File: config.mk
export PLATFORM = sky130hd
export DESIGN_NAME = kr_cell
export DESIGN_NICKNAME = d
export VERILOG_FILES = /design/src/keyed_record_table_compacting_top_assert.svh /design/src/kr_pkg.sv /design/src/kr_cell.sv
export SDC_FILE = /design/constraint.sdc
export NUM_CORES = 1
export LEC_CHECK = 0
export ABC_AREA = 1
export BUFFER_PORTS_ARGS = -buffer_cell sky130_fd_sc_hd__buf_2
export CORE_AREA = 3 3 166 168
export DETAILED_ROUTE_END_ITERATION = 10
export DIE_AREA = 0 0 169 171
export SYNTH_ARGS = -nofsm -noshare
export SYNTH_HDL_FRONTEND = slang
export SYNTH_SLANG_ARGS = --single-unit
File: constraint.sdc
create_clock -name clk -period 12.2 [get_ports clk]
set_input_delay 2.44 -clock clk [delete_from_list [all_inputs] [get_ports clk]]
set_output_delay 2.44 -clock clk [all_outputs]
set_load 0.005 [all_outputs]
File: src/keyed_record_table_compacting_top_assert.svh
// Assertion macros for the record table. Each macro expands to one labeled
// concurrent assertion clocked on clk and disabled during rst.
`ifndef KEYED_RECORD_TABLE_COMPACTING_TOP_ASSERT_SVH
`define KEYED_RECORD_TABLE_COMPACTING_TOP_ASSERT_SVH

// Same-cycle implication.
`define KR_ASSERT_NOW(label, ante, cons, msg) \
  label: assert property (@(posedge clk) disable iff (rst) (ante) |-> (cons)) \
    else $error(msg);

// Next-cycle implication.
`define KR_ASSERT_NEXT(label, ante, cons, msg) \
  label: assert property (@(posedge clk) disable iff (rst) (ante) |=> (cons)) \
    else $error(msg);

`endif

File: src/kr_pkg.sv
package kr_pkg;

  typedef enum logic [1:0] {
    FUNC_ADD  = 2'd0,
    FUNC_FIND = 2'd1,
    FUNC_DEL  = 2'd2,
    FUNC_NONE = 2'd3
  } func_t;

  typedef enum logic [2:0] {
    STAT_ADDED    = 3'd0,
    STAT_FULL     = 3'd1,
    STAT_FOUND    = 3'd2,
    STAT_MISS     = 3'd3,
    STAT_DELETED  = 3'd4,
    STAT_DEL_MISS = 3'd5
  } status_t;

  typedef enum logic {
    S_IDLE,
    S_APPLY
  } state_t;

  typedef struct packed {
    logic [31:0] id;
    logic [7:0]  age;
    logic [23:0] cls;
    logic [63:0] name;
  } record_t;

  // Commands broadcast from the controller to every cell.
  typedef struct packed {
    logic capture;
    logic add;
    logic del;
  } cell_ctrl_t;

  // Zero-terminated text: every byte after the first zero byte reads as zero.
  function automatic logic [63:0] cut_text(input logic [63:0] v);
    logic [63:0] r;
    logic        live;
    r    = '0;
    live = 1'b1;
    for (int b = 0; b < 8; b++) begin
      if (v[8*b +: 8] == 8'd0) live = 1'b0;
      if (live) r[8*b +: 8] = v[8*b +: 8];
    end
    return r;
  endfunction

endpackage

File: src/kr_cell.sv
module kr_cell import kr_pkg::*; (
  input  logic       clk,
  input  logic       rst,
  input  cell_ctrl_t ctrl,
  input  logic [31:0] key,
  input  record_t    new_rec,
  input  logic       prev_occ,
  input  logic       next_occ,
  input  record_t    next_rec,
  input  logic       hit_in,
  output record_t    rec,
  output logic       occ,
  output logic       hit_out,
  output logic       first
);

  logic match;
  logic take_new;
  logic take_next;

  // The first free cell is the one whose left neighbor is occupied.
  assign take_new  = ctrl.add && !occ && prev_occ;
  // On a delete, the matching cell and every cell behind it pull from the right.
  assign take_next = ctrl.del && (hit_in || match);

  always_ff @(posedge clk) begin
    if (rst) begin
      occ   <= 1'b0;
      match <= 1'b0;
    end else begin
      if (ctrl.capture) match <= occ && (rec.id == key);
      if (take_new) occ <= 1'b1;
      else if (take_next) occ <= next_occ;
    end
  end

  always_ff @(posedge clk) begin
    if (take_new) rec <= new_rec;
    else if (take_next) rec <= next_rec;
  end

  assign hit_out = hit_in | match;
  assign first   = match & ~hit_in;

endmodule

-- Word-level counts from Yosys, hierarchy flattened
Cells that the tools add are included.
- flip-flop bits (word level): 130
- bits in latches: 0
- RAM bits: 0
- bits in read-only memories: 0
- output and inout bits: 131
- logic and storage cells: 21
- memories: 0
- add/sub/neg operators: 0
- multiply operators: 0
- divide/modulo/power cells: 0
- order comparisons: 0
- equal/unequal tests: 1
- shift-type cells: 0
- muxes and demuxes: 4
- bitwise gates (word level): 3
- reductions and logical operators: 7
- operators with widths (cell ; number):
    $mux W128 ; 2
    $eq A32 B32 Y1 ; 1
    $logic_and A1 B1 Y1 ; 4
    $mux W1 ; 2
    $reduce_bool A2 Y1 ; 1
    $and A1 B1 Y1 ; 1
    $logic_not A1 Y1 ; 1
    $logic_or A1 B1 Y1 ; 1
    $not A1 Y1 ; 1
    $or A1 B1 Y1 ; 1

-- Logic depth before layout (Yosys ltp)
Gate-level depths: netlist of the first run.
- depth after elaboration: 4
- depth in mapped cells: 10
- depth with buffers taken out: 10

-- Worst setup path before layout of the first run
OpenSTA, ideal clock, no wires.
- path type: input -> register
- from: input ctrl[1] in the netlist's numbering
- to: register rec[0] in the netlist's numbering, enable pin
- setup time: 1.111 ns
- arrival time: 4.949 ns
- required time: 11.089 ns
- slack: 6.140 ns
- stages on the path: 3
- path buffers: 1
- path through: nand3_2 > clkbuf_1 > nand2_1
- cells in the longest elaborated chain, start to end: 3
- ends and longest elaborated chain (what ; RTL line ; text):
    start, declared ; kr_cell.sv:4 ; input cell_ctrl_t ctrl,
    $logic_and A1 B1 Y1 (2 in series) ; kr_cell.sv:22 ; assign take_new = ctrl.add && !occ && prev_occ;
    $reduce_bool A2 Y1 (no source line) ; - ;
    end signal, assigned ; kr_cell.sv:38 ; if (take_new) rec <= new_rec;
    end signal, assigned ; kr_cell.sv:39 ; else if (take_next) rec <= next_rec;
    end, declared ; kr_cell.sv:11 ; output record_t rec,
Every way passes these cells.
A chain may end at the register's enable or synchronous reset.

-- Worst setup path after layout of the first run
- from: input hit_in
- to: output hit_out
- cells in the longest elaborated chain, start to end: 1
- ends and longest elaborated chain (what ; RTL line ; text):
    start, declared ; kr_cell.sv:10 ; input logic hit_in,
    $or A1 B1 Y1 ; kr_cell.sv:42 ; assign hit_out = hit_in | match;
    end, declared ; kr_cell.sv:13 ; output logic hit_out,
Every way passes these cells.

==> results of run 1 <==
[logic make-up after synthesis]
group	after synthesis
DFF	130
xor gates and xnor gates	12
and+or+nand+nor	468
buffers and inverters	67
AOI/OAI and AO/OA	4
[worst min-delay path: cells and delay by family, from the launching register on]
family | cells | cell delay, ns
buffers and inverters | 1 | 0.07
AOI/OAI and AO/OA | 1 | 0.05
and+or+nand+nor | 1 | 0.12
DFF | 1 | 0.30
[per-layer routing]
metal	up-vias	share of wire	GRT usage
li1	2983	-	-
met1	2616	0.39	0.155
met2	268	0.51	0.233
met3	30	0.078	0.0407
met4	2	0.022	0.0487
met5	-	0.00063	0
[final timing paths]
path              endpoint  slack, ns  cells after the start    from
hold reg to reg      match       0.57                      3   match
setup reg to reg  rec[113]       9.41                      5     occ
hold / removal       match       0.57                      3   match
setup / recovery   hit_out       6.77                      3  hit_in
[final cells by class]
type	instances	area (sq um)	area share
sequential	130	3880	0.426
inverter	39	149	0.0164
multi-input combinational	484	1930	0.212
clock buffer	18	429	0.0471
tap	335	419	0.0460
clock inverter	14	130	0.0143
timing repair buffer	430	2160	0.237
[stage by stage]
stage / hold slack [ns] / utilization / cells / worst slack [ns]
3_5_place_dp: 0.555 / 0.328 / 1418 / 6.78
3_3_place_gp: 0.566 / 0.328 / 1418 / 6.78
5_1_grt: 0.594 / 0.349 / 1450 / 6.76
4_1_cts: 0.568 / 0.349 / 1450 / 6.78
6_report: 0.574 / 0.349 / 1450 / 6.77
2_1_floorplan: 0.522 / - / 681 / 6.14
[sequential cells by signal, summed over array words and instances (netlist names)]
register	flops
rec	128
match	1
occ	1
[cell usage in the layout, fill, tap and decap left out, types with 3 or more instances in the layout]
master,synthesis,final
buf_2,21,426
buf_4,5,4
clkbuf_16,0,17
clkinv_4,0,4
clkinvlp_4,0,4
edfxtp_1,128,128
inv_1,37,37
inv_6,0,3
nand2_1,438,437
nand3_1,3,3
nand4_1,5,5
nor2_1,19,19
xnor2_1,10,10
[power groups by stage]
stage / clock network (mW) / logic, mW / registers [mW]
floorplan: 0 / 0.0722 / 0.573
global route: 0.522 / 0.208 / 0.560
detailed placement: 0 / 0.188 / 0.566
CTS: 0.504 / 0.188 / 0.557
global placement: 0 / 0.186 / 0.564
finish: 0.485 / 0.184 / 0.556
==> flow_metrics.env, run 1 <==
export IMPL_drive_gt1_frac=0.420
export IMPL_start_util=0.234
export IMPL_tns_ns=0
export IMPL_overflow=0
export IMPL_cts_tree="yes"
export IMPL_numCtsBuffers=17
export IMPL_synth_xor_xnor_area_share=0.0172
export IMPL_p_comb_frac=0.150
export IMPL_switching_share=0.259
export IMPL_synth_area_sq_um=6100
export IMPL_firstDrtPassIters=4
export IMPL_core_sq_um=26100
export IMPL_cts_hold_buf=0
export IMPL_fmax_mhz=184
export IMPL_synth_most_common_cell="nand2_1"
export IMPL_ys_types=19
export IMPL_power_total_mw=1.22
export IMPL_synth_seq_cells=130
export IMPL_max_clock_path_buffers=2
export IMPL_period_needed_ns=5.43
export IMPL_wl_microns=20500
export IMPL_path_clk_slew_ns=0.06
export IMPL_min_path_type="reg2reg"
export IMPL_synth_edf_count=128
export IMPL_port_buffers=426
export IMPL_h_tree_depth=4
export IMPL_synth_simple_area_share=0.293
export IMPL_io_pins=427
export IMPL_avgSynthCellArea_sq_um=8.95
export IMPL_endpoint_kind="output port"
export IMPL_ant_nets=0
export IMPL_sequentialPowerShare=0.454
export IMPL_intPower_mw=0.907
export IMPL_clock_skew_ns=0.0138
export IMPL_p_per_area_nw_per_um2=134
export IMPL_n_antenna_cell=0
export IMPL_timing_critical_path_mode_cell="buf_2"
export IMPL_slew_violations=0
export IMPL_yosysWarnings=0
export IMPL_hold_viol=0
export IMPL_path_buf_inv=2
export IMPL_synth_top_family_by_area="simple AND/OR/NAND/NOR gates"
export IMPL_grt_pass1_wl_microns=29700
export IMPL_synthAdderAreaFrac=0
export IMPL_placed_area_sq_um=8550
export IMPL_async_reset_ff_frac=0
export IMPL_synth_compound_gate_area_share=0.00472
export IMPL_nFillCells=2708
export IMPL_die_x_microns=169
export IMPL_rows=59
export IMPL_power_leakage_nw=4.74
export IMPL_arrival_ns=2.99
export IMPL_grt_pass1_vias=5582
export IMPL_max_vdd_ir_drop_mv=0.0677
export IMPL_clock_latency_ns=0.41
export IMPL_synth_area_leaders="edfxtp_1 63%, nand2_1 27%, inv_1 2.3%"
export IMPL_die_y_microns=171
export IMPL_groute_usage_overall=0.133
export IMPL_place_detailed_hpwl_microns=15800
export IMPL_cp_top_family="simple AND/OR/NAND/NOR gates"
export IMPL_post_cts_setup_buffers=0
export IMPL_synthTopCellsByCount="438 x nand2_1, 128 x edfxtp_1, 37 x inv_1"
export IMPL_place_gp_congestion=0.871
export IMPL_fin_crit_sh=0.445
export IMPL_synthMuxAreaShare=0
export IMPL_syn_inst=681
export IMPL_netlist_area_leader_share=0.630
export IMPL_critical_path_slowest_cell="or2_2"
export IMPL_yosysTopAreaCell="edfxtp_1"
export IMPL_antenna_found_initial=1
export IMPL_vias=5899
export IMPL_die_area_sq_um=28900
export IMPL_p_sw_mw=0.317
export IMPL_syn_to_final_growth_pct=49.3
export IMPL_status="completed"
export IMPL_drt_vias_per_instance=4.07
export IMPL_seq_area_frac_synth=0.637
export IMPL_post_cts_resized=0
export IMPL_fin_nets=1398
export IMPL_cts_num_sinks=130
export IMPL_critPathKind="in2out"
export IMPL_slew_headroom=0.177
export IMPL_crit_chain="buf_2 > or2_2 > buf_2"
export IMPL_pwr_share_clk=0.396
export IMPL_critical_path_startpoint_type="input port"
export IMPL_drc=0
export IMPL_grt_max_degree=114
export IMPL_worst_pin_slew_ns=1.23
export IMPL_maxCapViolCount=0
export IMPL_synthFlopType="edfxtp_1"
export IMPL_cts_root_buf="clkbuf_16"
export IMPL_syn_num_nets=977
export IMPL_finalSetupViolCount=0
export IMPL_critPathRequiredTime_ns=9.76
export IMPL_critical_path_max_fanout=3
export IMPL_max_stage_delay_ns=0.30
export IMPL_fin_area_sq_um=9110
export IMPL_routedWlPerCell_microns=14.1
export IMPL_rsz0062_at_grt="false"
export IMPL_drt_initial_drc_count=304
Power figures use the tool's default switching activity.
==> run 2: changes to the inputs <==
--- a/config.mk
+++ b/config.mk
@@ -7,9 +7,9 @@
 export LEC_CHECK = 0
 export ABC_AREA = 1
 export BUFFER_PORTS_ARGS = -buffer_cell sky130_fd_sc_hd__buf_2
-export CORE_AREA = 3 3 166 168
+export CORE_AREA = 3 3 165 167
 export DETAILED_ROUTE_END_ITERATION = 10
-export DIE_AREA = 0 0 169 171
+export DIE_AREA = 0 0 168 170
 export SYNTH_ARGS = -nofsm -noshare
 export SYNTH_HDL_FRONTEND = slang
 export SYNTH_SLANG_ARGS = --single-unit
==> constraint.sdc (replaced) <==
create_clock -name clk -period 4.7 [get_ports clk]
set_input_delay 0.94 -clock clk [delete_from_list [all_inputs] [get_ports clk]]
set_output_delay 0.94 -clock clk [all_outputs]
set_load 0.005 [all_outputs]
==> flow_metrics.env, run 2 (synthesized netlist as in run 1, its figures left out) <==
export IMPL_cts_root_buf="clkbuf_16"
export IMPL_status="completed"
export IMPL_slew_headroom=0.422
export IMPL_cts_num_sinks=130
export IMPL_antenna_found_initial=0
export IMPL_clock_skew_ns=0.0104
export IMPL_critical_path_slowest_cell="buf_4"
export IMPL_start_util=0.235
export IMPL_drc=0
export IMPL_slew_violations=0
export IMPL_min_path_type="reg2reg"
export IMPL_clock_latency_ns=0.41
export IMPL_routedWlPerCell_microns=14.7
export IMPL_dp_cells=1424
export IMPL_critPathKind="in2reg"
export IMPL_rows=59
export IMPL_ant_nets=0
export IMPL_holdPathStages=3
export IMPL_largest_register_ff_count=128
export IMPL_die_area_sq_um=28600
export IMPL_vias=5881
export IMPL_fin_crit_sh=0.521
export IMPL_final_cell_mix="437 x nand2_1, 426 x buf_2, 128 x edfxtp_1"
export IMPL_tns_ns=0
export IMPL_port_buffers=426
export IMPL_maxCapViolCount=0
export IMPL_io_pins=427
export IMPL_post_cts_resized=0
export IMPL_numCtsBuffers=17
export IMPL_critical_path_max_fanout=68
export IMPL_period_needed_ns=2.45
export IMPL_arrival_ns=2.73
export IMPL_layout_commonest_cell="nand2_1"
export IMPL_hold_viol=0
export IMPL_r2r_start="occ"
export IMPL_min_from="match"
export IMPL_post_cts_setup_buffers=0
export IMPL_firstDrtPassIters=5
export IMPL_cts_tree="yes"
export IMPL_fin_nets=1404
export IMPL_die_y_microns=170
export IMPL_pre_cts_slack_ns=1.81
export IMPL_drt_vias_per_instance=4.04
export IMPL_path_clk_slew_ns=0.06
export IMPL_wl_microns=21400
export IMPL_power_leakage_nw=4.76
export IMPL_reg_top3="rec (128), match (1), occ (1)"
export IMPL_finalSetupViolCount=0
export IMPL_max_clock_path_buffers=2
export IMPL_worst_pin_slew_ns=0.867
export IMPL_drive_gt1_frac=0.424
export IMPL_fin_area_sq_um=9140
export IMPL_grt_max_degree=69
export IMPL_max_stage_delay_ns=0.65
export IMPL_critical_path_startpoint_type="input port"
export IMPL_h_tree_depth=4
export IMPL_nFillCells=2747
export IMPL_syn_to_final_growth_pct=49.9
export IMPL_groute_usage_overall=0.142
export IMPL_reg2reg_slack_ns=2.43
export IMPL_max_vdd_ir_drop_mv=0.153
export IMPL_rr_endpoint="rec[14]"
export IMPL_critPathRequiredTime_ns=4.98
export IMPL_fmax_mhz=408
export IMPL_fin_ws_ns=2.25
export IMPL_die_x_microns=168
export IMPL_grt_pass1_wl_microns=31600
export IMPL_reg2reg_depth=6
export IMPL_p_per_area_nw_per_um2=344
export IMPL_regMostFlops="rec"
export IMPL_grt_pass1_vias=5731
export IMPL_placed_area_sq_um=8600
export IMPL_hold_path_end="match"
export IMPL_stdcell_count=1457
export IMPL_place_gp_congestion=0.848
export IMPL_crit_chain="buf_2 > nand3_4 > buf_4 > buf_4 > nand2_1 > nand2_1"
export IMPL_cts_hold_buf=0
export IMPL_place_detailed_hpwl_microns=16900
export IMPL_endpoint_kind="flip-flop"
export IMPL_overflow=0
export IMPL_drt_initial_drc_count=289
export IMPL_core_sq_um=25900
export IMPL_rsz0062_at_grt="false"
run 2: metal layers:
metal  share of wire  global-route usage  wire length, microns
met1            0.40               0.167                  8580
met4           0.022              0.0505                   469
met2            0.50               0.249                 10600
met5               0                   0                     0
met3           0.082              0.0416                  1750
run 2: through the flow:
stage                     hold slack [ns]   util  total power, mW
after floorplan                     0.522      -             1.67
after global placement              0.544  0.332             1.95
after detailed placement            0.546  0.332             1.96
after CTS                           0.557  0.353             3.20
after global routing                0.577  0.353             3.31
final                               0.557  0.353             3.14
run 2: cell type report:
type / instances / area [sq um] / area share
Antenna cell: 1 / 2.50 / 0.000274
Clock buffer: 18 / 429 / 0.0469
Clock inverter: 14 / 108 / 0.0118
Inverter: 39 / 149 / 0.0163
Multi-Input combinational cell: 484 / 1930 / 0.211
Sequential cell: 130 / 3880 / 0.425
Tap cell: 335 / 419 / 0.0458
Timing Repair Buffer: 436 / 2220 / 0.243
run 2: worst max-delay path, delay by kind of cell:
family	cells	cell delay (ns)
buffers and inverters	3	1.31
AND/OR/NAND/NOR	3	0.32
run 2: how the worst max path moves through the flow:
stage                         from       end  depth (start not counted)
after floorplan            ctrl[1]    rec[0]                          3
after global placement     ctrl[1]    rec[1]                          6
after detailed placement   ctrl[1]   rec[34]                          6
after CTS                  ctrl[1]   rec[34]                          6
after global routing      prev_occ  rec[119]                          6
final                      ctrl[1]   rec[14]                          6
run 2: where the power goes:
part / leakage (nW) / switching (mW) / internal, mW
Combinational: 3.25 / 0.264 / 0.220
Clock: 0.245 / 0.537 / 0.679
Sequential: 1.26 / 0.0386 / 1.41
